<file path="src/shfx_pkg.sv">
// ---------------------------------------------------------------------------
// shfx_pkg - shared types and constants for the sync header frame checker
// Header bytes, frame geometry, the front-to-back command and the port
// structs between the front end, the command queue and the back end.
// ---------------------------------------------------------------------------
package shfx_pkg;

	localparam logic [7:0] HDR0 = 8'hBD;
	localparam logic [7:0] HDR1 = 8'hDB;
	localparam logic [7:0] HDR2 = 8'h0B;

	localparam logic [5:0] CHECK1_POS = 6'd57;
	localparam logic [5:0] CHECK2_POS = 6'd62;   // also the last frame index
	localparam logic [5:0] POS_HDR0   = 6'd0;
	localparam logic [5:0] POS_HDR1   = 6'd1;
	localparam logic [5:0] POS_HDR2   = 6'd2;

	// Two frame banks of 64 slots each, bank in the address msb
	localparam int BUF_DEPTH = 128;

	// Frame outcome passed from front to back
	typedef struct packed {
		logic ok;     // both checksums matched
		logic bank;   // bank holding the frame bytes
	} cmd_t;

	// Frame buffer write port
	typedef struct packed {
		logic       en;
		logic [6:0] addr;
		logic [7:0] data;
	} wr_t;

	// Bank handed back once drained
	typedef struct packed {
		logic en;
		logic bank;
	} rel_t;

	typedef enum logic [1:0] {
		B_IDLE,
		B_FETCH,
		B_LOAD,
		B_HOLD
	} back_state_t;

endpackage

</file>
<file path="src/shfx_back.sv">
// ---------------------------------------------------------------------------
// shfx_back - frame buffer and result sequencer
// Holds the two-bank frame buffer, drains verified frames byte by byte
// through an output register and emits one error result for a bad frame.
// ---------------------------------------------------------------------------
module shfx_back (
	input  logic               clk,
	input  logic               arst_n,
	input  shfx_pkg::wr_t      wr,
	input  shfx_pkg::cmd_t     head,
	input  logic               q_empty,
	output logic               q_pop,
	output shfx_pkg::rel_t     rel,
	output logic               out_valid,
	input  logic               out_ready,
	output logic [7:0]         out_byte,
	output logic [5:0]         out_index,
	output logic               out_last,
	output logic               out_status
);

	logic [7:0] mem [shfx_pkg::BUF_DEPTH];
	logic [7:0] rdata_q;

	shfx_pkg::back_state_t st_q;
	shfx_pkg::back_state_t st_d;

	logic       bank_q;
	logic       err_q;
	logic [5:0] idx_q;
	logic       out_valid_q;
	logic [7:0] out_byte_q;

	logic       accept;
	logic       at_last;
	logic       rd_en;
	logic [6:0] rd_addr;

	assign accept  = out_valid_q && out_ready;
	assign at_last = (idx_q == shfx_pkg::CHECK2_POS);

	// next state
	always_comb begin
		st_d = st_q;
		case (st_q)
			shfx_pkg::B_IDLE: begin
				if (!q_empty) begin
					st_d = head.ok ? shfx_pkg::B_FETCH : shfx_pkg::B_HOLD;
				end
			end
			shfx_pkg::B_FETCH: st_d = shfx_pkg::B_LOAD;
			shfx_pkg::B_LOAD:  st_d = shfx_pkg::B_HOLD;
			shfx_pkg::B_HOLD: begin
				if (accept) begin
					st_d = (err_q || at_last) ? shfx_pkg::B_IDLE : shfx_pkg::B_LOAD;
				end
			end
			default: st_d = shfx_pkg::B_IDLE;
		endcase
	end

	// control outputs
	always_comb begin
		q_pop    = 1'b0;
		rd_en    = 1'b0;
		rd_addr  = {bank_q, idx_q};
		rel.en   = 1'b0;
		rel.bank = bank_q;
		case (st_q)
			shfx_pkg::B_IDLE: begin
				q_pop = !q_empty;
			end
			shfx_pkg::B_FETCH: begin
				rd_en = 1'b1;
			end
			shfx_pkg::B_HOLD: begin
				// next read overlaps the transfer of the current byte
				rd_en   = accept && !err_q && !at_last;
				rd_addr = {bank_q, 6'(idx_q + 6'd1)};
				rel.en  = accept && !err_q && at_last;
			end
			default: begin
				q_pop = 1'b0;
			end
		endcase
	end

	always_ff @(posedge clk) begin
		if (wr.en) begin
			mem[wr.addr] <= wr.data;
		end
		if (rd_en) begin
			rdata_q <= mem[rd_addr];
		end
	end

	always_ff @(posedge clk) begin
		if (q_pop) begin
			out_byte_q <= '0;
		end else if (st_q == shfx_pkg::B_LOAD) begin
			out_byte_q <= rdata_q;
		end
	end

	always_ff @(posedge clk or negedge arst_n) begin
		if (!arst_n) begin
			st_q        <= shfx_pkg::B_IDLE;
			bank_q      <= 1'b0;
			err_q       <= 1'b0;
			idx_q       <= '0;
			out_valid_q <= 1'b0;
		end else begin
			st_q <= st_d;
			if (q_pop) begin
				bank_q      <= head.bank;
				err_q       <= !head.ok;
				idx_q       <= '0;
				out_valid_q <= !head.ok;
			end else if (st_q == shfx_pkg::B_LOAD) begin
				out_valid_q <= 1'b1;
			end else if (accept) begin
				out_valid_q <= 1'b0;
				if (rd_en) begin
					idx_q <= 6'(idx_q + 6'd1);
				end
			end
		end
	end

	assign out_valid  = out_valid_q;
	assign out_byte   = out_byte_q;
	assign out_index  = idx_q;
	assign out_last   = err_q || at_last;
	assign out_status = err_q;

endmodule
</file>
<file path="config.mk">
export PLATFORM = sky130hd
export DESIGN_NAME = shfx_back
export DESIGN_NICKNAME = d
export VERILOG_FILES = /design/src/shfx_pkg.sv /design/src/shfx_back.sv
export SDC_FILE = /design/constraint.sdc
export NUM_CORES = 1
export LEC_CHECK = 0
export BUFFER_PORTS_ARGS = -buffer_cell sky130_fd_sc_hd__buf_2
export CORE_ASPECT_RATIO = 0.75
export CORE_MARGIN = 3
export CORE_UTILIZATION = 35
export DETAILED_ROUTE_END_ITERATION = 16
export GPL_TIMING_DRIVEN = 0
export PLACE_DENSITY_LB_ADDON = 0.15
export SLEW_MARGIN = 20
export SYNTH_ARGS = -nofsm -noshare
export SYNTH_HDL_FRONTEND = slang
export SYNTH_SLANG_ARGS = --single-unit
</file>
<file path="constraint.sdc">
create_clock -name clk -period 7.85 [get_ports clk]
set_input_delay 0.785 -clock clk [delete_from_list [all_inputs] [get_ports clk]]
set_output_delay 0.785 -clock clk [all_outputs]
set_load 0.01 [all_outputs]
</file>
==> results of run 1 <==
-- stage by stage --
stage / hold slack, ns / cell area (um2) / power [mW]
after global routing: 0.249 / 49400 / 17.9
after CTS: 0.236 / 49400 / 17.4
after global placement: 0.449 / 45300 / 12.1
after floorplan: 0.442 / 43100 / 9.63
final: 0.282 / 49400 / 17.5
after detailed placement: 0.452 / 45800 / 12.2
-- how the worst max path moves through the flow --
stage	startpoint	to	slack, ns	cells past startpoint
CTS	out_index[0]	rdata_q[6]	0.82	15
global placement	out_index[0]	rdata_q[7]	0.70	15
detailed placement	out_index[0]	rdata_q[6]	0.86	15
floorplan	out_index[0]	rdata_q[5]	4.18	15
finish	out_index[0]	rdata_q[6]	0.70	15
global route	out_index[0]	rdata_q[6]	0.50	15
-- worst register-to-register path, cell delays in order, from the launching register on --
cell and delay, ns:
dfrtp_1 0.47, buf_4 0.29, buf_2 0.41, buf_2 0.44
clkinv_1 0.58, ha_1 0.58, nand3b_1 0.33, and2_1 0.35
buf_4 0.28, clkbuf_1 0.45, nand2_1 0.36, clkbuf_1 0.82
o22ai_1 0.32, nor3_1 0.86, nand2_1 0.13, nand4_1 0.28
-- metal layers --
metal / track usage / up-vias
met2: 0.331 / 1658
met5: 0 / -
met1: 0.368 / 14006
met3: 0.0838 / 219
li1: - / 10783
met4: 0.0676 / 4
-- state kept, by name, summed over array words and instances, names as in the netlist --
| signal | flops |
|---|---|
| rdata_q | 8 |
| mem | 1024 |
| out_valid | 1 |
| out_index | 6 |
| out_status | 1 |
| out_byte | 8 |
| st_q | 2 |
| bank_q | 1 |
-- cell usage after synthesis (9+ instances only) --
library cell and count:
buf_1 13, mux2i_1 95, o21ai_0 46, a31oi_1 44, nand3b_1 9, buf_2 64
dfrtp_1 11, buf_4 22, nand2_1 392, nand4b_1 13, a22oi_1 14, nor2_1 148
clkbuf_1 61, and3_1 16, nand4_1 31, nor2b_1 18, edfxtp_1 1032, a21oi_1 64
o22ai_1 41, a22o_1 13, mux4_2 174, nor3_1 26, nand3_1 139, a211oi_1 25
mux2_2 10
-- cells in the final DEF (no fill, tap or decap), types with 9 or more instances in the layout --
master and n:
o22ai_1 39, a22oi_1 14, nand4b_1 13, buf_6 15, nand4_1 31, a211oi_1 25, a21oi_1 64, clkbuf_1 77
a31oi_1 44, bufinv_16 16, nor2b_1 18, edfxtp_1 1032, nand2_1 392, nor2_2 30, o21ai_0 46, mux4_2 174
buf_2 94, nand3b_1 9, clkbuf_16 103, nor3_1 17, nor3_2 9, nand3_1 139, clkinv_2 23, dfrtp_1 11
a22o_1 13, nor2_1 119, buf_1 12, mux2i_1 94, clkinv_1 11, mux2_2 10, buf_4 30, and3_1 16
clkbuf_2 9
-- report_power, final --
group	internal, mW	total (mW)	switching [mW]
clock network	2.99	5.23	2.24
logic	1.94	5.97	4.03
registers	6.24	6.27	0.0372
-- kinds of logic after synthesis --
family,Yosys count
compound gates,301
xor+xnor,8
fa+ha+maj,2
buf+inv,169
flops,1051
mux,280
simple gates,831
-- cell type report --
class | count | share of cell area
clock buffers | 130 | 0.0546
flip-flops and latches | 1051 | 0.636
inverters | 5 | 0.000380
plain buffers | 164 | 0.0168
repair buffers | 60 | 0.0122
multi-input cells | 1422 | 0.222
clock inverters | 63 | 0.0166
diodes | 6 | 0.000304
well taps | 1624 | 0.0411
==> results by group, run 1 <==
Synthesis
  – Syn Inst Count: ~2,600
  – Post-synthesis compound-gate area fraction: 0.0457
  – Post-synth top area cell: edfxtp_1
  – Synthesized netlist net count: 2,666
  – EDFF count, synth: between 1,000 and 1,500
  – Synth Area in Adders: 0.000581
  – Post-Syn Area: 43,100 um2
  – Flops & latches, synth: roughly 1,100
  – Synth Area in XOR/XNOR: 0.00206
  – Synth cell types: slightly below 70
  – Mux contribution to synthesized area: 0.116
  – Register area share after synthesis: 0.730
  – Top cells by area, synth: edfxtp_1, mux4_2, nand2_1, mux2i_1, nand3_1
  – Synth top area share: 0.720
  – Ys async rst share: 0.0105
  – Main synth FF type: edfxtp_1
  – Largest family of logic cells by synthesized area: multiplexers
  – Number of warnings issued by yosys: 0
  – Syn_area_per_cell: about 16 um2
  – Post-Synth Simple-Gate Area: 0.0863

Setup path
  – Critical-path cell list: buf_4 > buf_2 > buf_2 > clkinv_1 > ha_1 > nand3b_1 > and2_1 > buf_4 > clkbuf_1 > nand2_1 > clkbuf_1 > o22ai_1 > nor3_1 > nand2_1 > nand4_1
  – CP Max Fanout: 10
  – Reg-to-reg critical path endpoint: rdata_q[6]
  – R2R setup slack: ~0.70 ns
  – Buf/Inv on CP: 7
  – Crit path required time: 8.34 ns
  – CP max-delay cell: nor3_1
  – R2R depth: 15
  – Critical path class: flip-flop to flip-flop
  – Worst EP arrival: between 7 and 8 ns
  – Setup crit end kind: flip-flop
  – Crit-path max cell delay: ~0.86 ns
  – Cell family with most CP delay: buffers and inverters
  – Startpoint types: flip-flop
  – FF-to-FF Start: out_index[0]

Floorplan
  – Core area: about 120,000 um2
  – Row cnt: 110
  – Die height: approximately 310 um
  – Total die area: 127,000 um2
  – Io pins: 42
  – Initial Util: 0.356
  – Die X-Extent: 411 um

Worst hold path
  – Hold wc startpoint: head[0]
  – Worst Hold End: bank_q
  – Hold WC Path Type: input pin to flip-flop
  – Hold Crit Depth: 3

STA
  – RSZ-0062 raised after global routing: no
  – Worst Skew: 0.0241 ns
  – Slew headroom: 0.181
  – Worst setup margin: roughly 0.70 ns
  – Max Clk Rate: 140 MHz
  – Final Slew Violations: 0
  – Worst Tran Pin Value: approximately 1.2 ns
  – Final Critical Period: between 7 and 8 ns
  – Period utilization: 0.911
  – Endpoints failing setup: 0
  – Final hold vios: 0
  – Total Neg Setup Slack: 0 ns

Power
  – P_leak: 15.6 nW
  – Peak supply drop: about 0.17 mV
  – Pwr dens: 354 nW/um2

Cells and area
  – Fillers: between 10,000 and 15,000
  – NumNets Final: between 2,000 and 3,000
  – Final cell count without fillers: approximately 4,500
  – Utilization after layout: 0.408
  – Area Growth Syn to Fin: 14.7%
  – Area occupied by multi-input gates: roughly 11,000 um2
  – Proportion of layout cells with a drive suffix above 1: 0.192
  – FF/Latch Area: 31,400 um2

Run
  – Max-cap violations: 0

GRT
  – Overflow after GRT: 0
  – Total Routing Usage GR: 0.244
  – Initial antenna violation count: 14
  – Largest net degree at the start of global routing: 89
  – First-pass GRT wire length: 212,000 um
  – Vias in the first global route: about 25,000

Routing
  – DRT iter0 DRCs: between 4,000 and 5,000
  – Vias: ~27,000
  – Vias per cell: approximately 5.9
  – DRT antenna net count: 0
  – Met2 routed WL: 63,100 um
  – Metal-1 WL: roughly 70,000 um
  – Top sig layer: met5
  – WL met3: 19,800 um
  – WL per Instance: between 30 and 40 um
  – DRT Pass-1 Iters: 6
  – DRC violations left: 0
  – Final WL: between 150,000 and 200,000 um

Clocking
  – CTS buffer count: a little over 100
  – Hold-fix buffers at CTS: 1
  – Post-CTS sizing: 0
  – Worst skew pair latency: approximately 0.7 ns
  – Clock sinks: approximately 1,100
  – Root buf cell: clkbuf_16
  – CTS tree: yes
  – Clock slew at reported path FFs: roughly 0.070 ns
  – CTS max path bufs: 3
  – H-tree levels: 3
  – Post-CTS Setup Bufs: 0

Place
  – Placed cell count: 4,325
  – GPL Wtd Cong: roughly 0.95
  – Port Buffer Count: 37
  – Setup slack at placement: 0.857 ns
  – Half-perimeter wire length after placement: about 110,000 um

Run status
  – Outcome: complete, no violations
Power figures use the tool's default switching activity.
==> inputs of run 2 (changes only) <==
- CORE_UTILIZATION: 35 -> 33
==> run 2 against run 1 <==
Count of clock-buffer cells in the layout shrank 6; clock power is 1% lower; final cell count grew 2.9%; cell area up 0.52%; critical path depth is 1 lower; power hardly changed; combinational power up 1%; maximum frequency decreased by 2.4%; global-route usage fell by 0.97 points; worst setup slack worse by 0.17 ns; utilization fell by 2.4 points.
==> results by group, run 2 (synthesis gave the netlist of run 1 again) <==
Cells and area
  – Proportion of layout cells with a drive suffix above 1: 0.188 (-0.00402)
  – Utilization after layout: 0.384 (-0.0236)
  – NumNets Final: 2,843 (+0.42%)
  – Fillers: 11,982 (+9.1%)
  – Area Growth Syn to Fin: 15.3%
  – Area occupied by multi-input gates: 10,900 um2 (-0.49%)
  – Largest Register: mem
  – Max reg flops: 1,024 (unchanged)
  – Commonest non-fill, non-tap cell in the layout: edfxtp_1
  – FF/Latch Area: 31,400 um2 (unchanged)
  – Most frequent cells in the layout: edfxtp_1, nand2_1, mux4_2

GRT
  – Largest net degree at the start of global routing: 97 (+9.0%)
  – First-pass GRT wire length: 217,000 um (+2.5%)
  – Overflow after GRT: 0 (unchanged)
  – Initial antenna violation count: 13 (-1)
  – Total Routing Usage GR: 0.234 (-0.00972)
  – Vias in the first global route: 25,707 (+1.6%)

Run status
  – Outcome: complete, no violations

Power
  – Combinational power share: 0.346 (+0.004)
  – Pwr dens: 352 nW/um2 (-0.50%)
  – Int Pwr: 11.1 mW (-0.76%)
  – Clk pwr share: 0.295 (-0.004)
  – Sw Share: 0.366 (+0.00500)
  – P_leak: 15.7 nW (+0.64%)
  – Peak supply drop: 0.186 mV (+9.1%)
  – Flop pwr share: 0.359 (about the same)
  – Switching power: 6.40 mW (+1.4%)

Clocking
  – CTS buffer count: 106 (+2.9%)
  – Clock sinks: 1,051 (unchanged)
  – Worst skew pair latency: 0.74 ns (+0.02 ns)
  – CTS tree: yes
  – CTS max path bufs: 3 (unchanged)
  – Root buf cell: clkbuf_16
  – Clock slew at reported path FFs: 0.06 ns (about the same)
  – Post-CTS sizing: 0 (unchanged)
  – H-tree levels: 3 (unchanged)

Routing
  – WL per Instance: 34.5 um (-0.64%)
  – DRT antenna net count: 0 (unchanged)
  – Vias: 26,903 (+0.87%)
  – Final WL: 161,000 um (+2.3%)
  – Vias per cell: 5.78 (-2.0%)
  – Top sig layer: met4
  – WL met3: 17,900 um (-9.8%)
  – DRT iter0 DRCs: 4,148 (-0.84%)
  – Met2 routed WL: 66,700 um (+5.8%)
  – DRT Pass-1 Iters: 6 (unchanged)
  – Metal-1 WL: 71,300 um (+2.5%)
  – DRC violations left: 0 (unchanged)

STA
  – Final Slew Violations: 0 (unchanged)
  – Worst Skew: 0.0223 ns (-0.00175 ns)
  – Final hold vios: 0 (unchanged)
  – RSZ-0062 raised after global routing: no
  – Period utilization: 0.933 (+0.0220)
  – Worst Tran Pin Value: 1.30 ns (+0.0835 ns)
  – Endpoints failing setup: 0 (unchanged)
  – Final Critical Period: 7.32 ns (+0.172 ns)
  – Max Clk Rate: 137 MHz (-2.4%)
  – Total Neg Setup Slack: 0 ns (unchanged)
  – Slew headroom: 0.123 (-0.0582)

Setup path
  – Crit path required time: 8.39 ns (+0.05 ns)
  – CP Max Fanout: 10 (unchanged)
  – Critical path class: flip-flop to flip-flop
  – Worst EP arrival: 7.87 ns (+0.23 ns)
  – Setup crit end kind: flip-flop
  – Startpoint types: flip-flop
  – CP dominant cell by count: buf_2
  – CP max-delay cell: buf_1
  – Crit-path max cell delay: 0.96 ns (+0.10 ns)
  – Critical-path cell list: buf_4 > buf_2 > buf_2 > clkinv_1 > ha_1 > buf_1 > clkbuf_1 > buf_2 > mux2i_1 > a211oi_1 > nor2_1 > a31oi_1 > nand4_1 > nand4_1

Floorplan
  – Core area: 129,000 um2 (+6.7%)
  – Row cnt: 114 (+3.6%)
  – Total die area: 135,000 um2 (+6.0%)
  – Die height: 319 um (+2.9%)
  – Initial Util: 0.333 (-0.0223)
  – Die X-Extent: 423 um (+2.9%)
  – Io pins: 42 (unchanged)

Place
  – Port Buffer Count: 37 (unchanged)
  – GPL Wtd Cong: 0.950 (+0.12%)
  – Half-perimeter wire length after placement: 113,000 um (+3.3%)

Run
  – Max-cap violations: 0 (unchanged)

Worst hold path
  – Hold WC Path Type: input pin to flip-flop
run 2: repair_timing:
item,in CTS,in global routing
setup buffers,0,0
hold endpoints to repair,11,0
hold buffers,1,0
setup endpoints to repair,0,0
run 2: path summary, 6_finish.rpt:
| path | from | slack (ns) | depth (start not counted) | to |
|---|---|---|---|---|
| max | out_index[0] | 0.53 | 14 | rdata_q[2] |
| min | head[0] | 0.28 | 3 | bank_q |
| max reg2reg | out_index[0] | 0.53 | 14 | rdata_q[2] |
| min reg2reg | rdata_q[5] | 0.47 | 1 | out_byte[5] |
| max in group asynchronous | arst_n | 7.19 | 2 | out_index[0] |
| min in group asynchronous | arst_n | 0.46 | 2 | out_index[4] |
run 2: through the flow:
step | setup slack (ns) | cells | hold slack [ns] | total power [mW] | cell area (um2)
floorplan | 4.18 | 2642 | 0.442 | 9.63 | 43100
global placement | 0.167 | 4419 | 0.451 | 12.2 | 45400
detailed placement | 0.544 | 4450 | 0.453 | 12.3 | 46200
CTS | 0.573 | 4649 | 0.226 | 17.4 | 49600
global route | 0.375 | 4652 | 0.268 | 18.0 | 49700
finish | 0.525 | 4658 | 0.275 | 17.5 | 49700
run 2: worst max-delay path, delay by kind of cell (launching register included):
kind | cells | cell delay (ns)
muxes | 1 | 0.16
buffers and inverters | 7 | 4.12
adders and majority gates | 1 | 0.72
and+or+nand+nor | 3 | 0.84
AOI/OAI and AO/OA | 2 | 0.84
DFF | 1 | 0.44
run 2: cell type report:
class	count	share of cell area
inverter	5	0.000378
multi-input combinational	1422	0.220
timing repair buffer	69	0.0163
clock buffer	124	0.0548
sequential	1051	0.633
clock inverter	74	0.0150
antenna	9	0.000453
tap	1740	0.0438
buffer	164	0.0169
run 2: power groups by stage:
stage / combinational [mW] / sequential (mW) / clock (mW)
6_report: 6.04 / 6.28 / 5.16
2_1_floorplan: 3.24 / 6.40 / 0
5_1_grt: 6.21 / 6.28 / 5.47
3_5_place_dp: 5.91 / 6.40 / 0
4_1_cts: 5.93 / 6.28 / 5.23
3_3_place_gp: 5.83 / 6.40 / 0
run 2: layer usage:
layer / global-route usage / up-vias
met5: 0 / -
met4: 0.0673 / 0
met3: 0.0647 / 243
met2: 0.327 / 1572
met1: 0.354 / 14272
li1: - / 10816
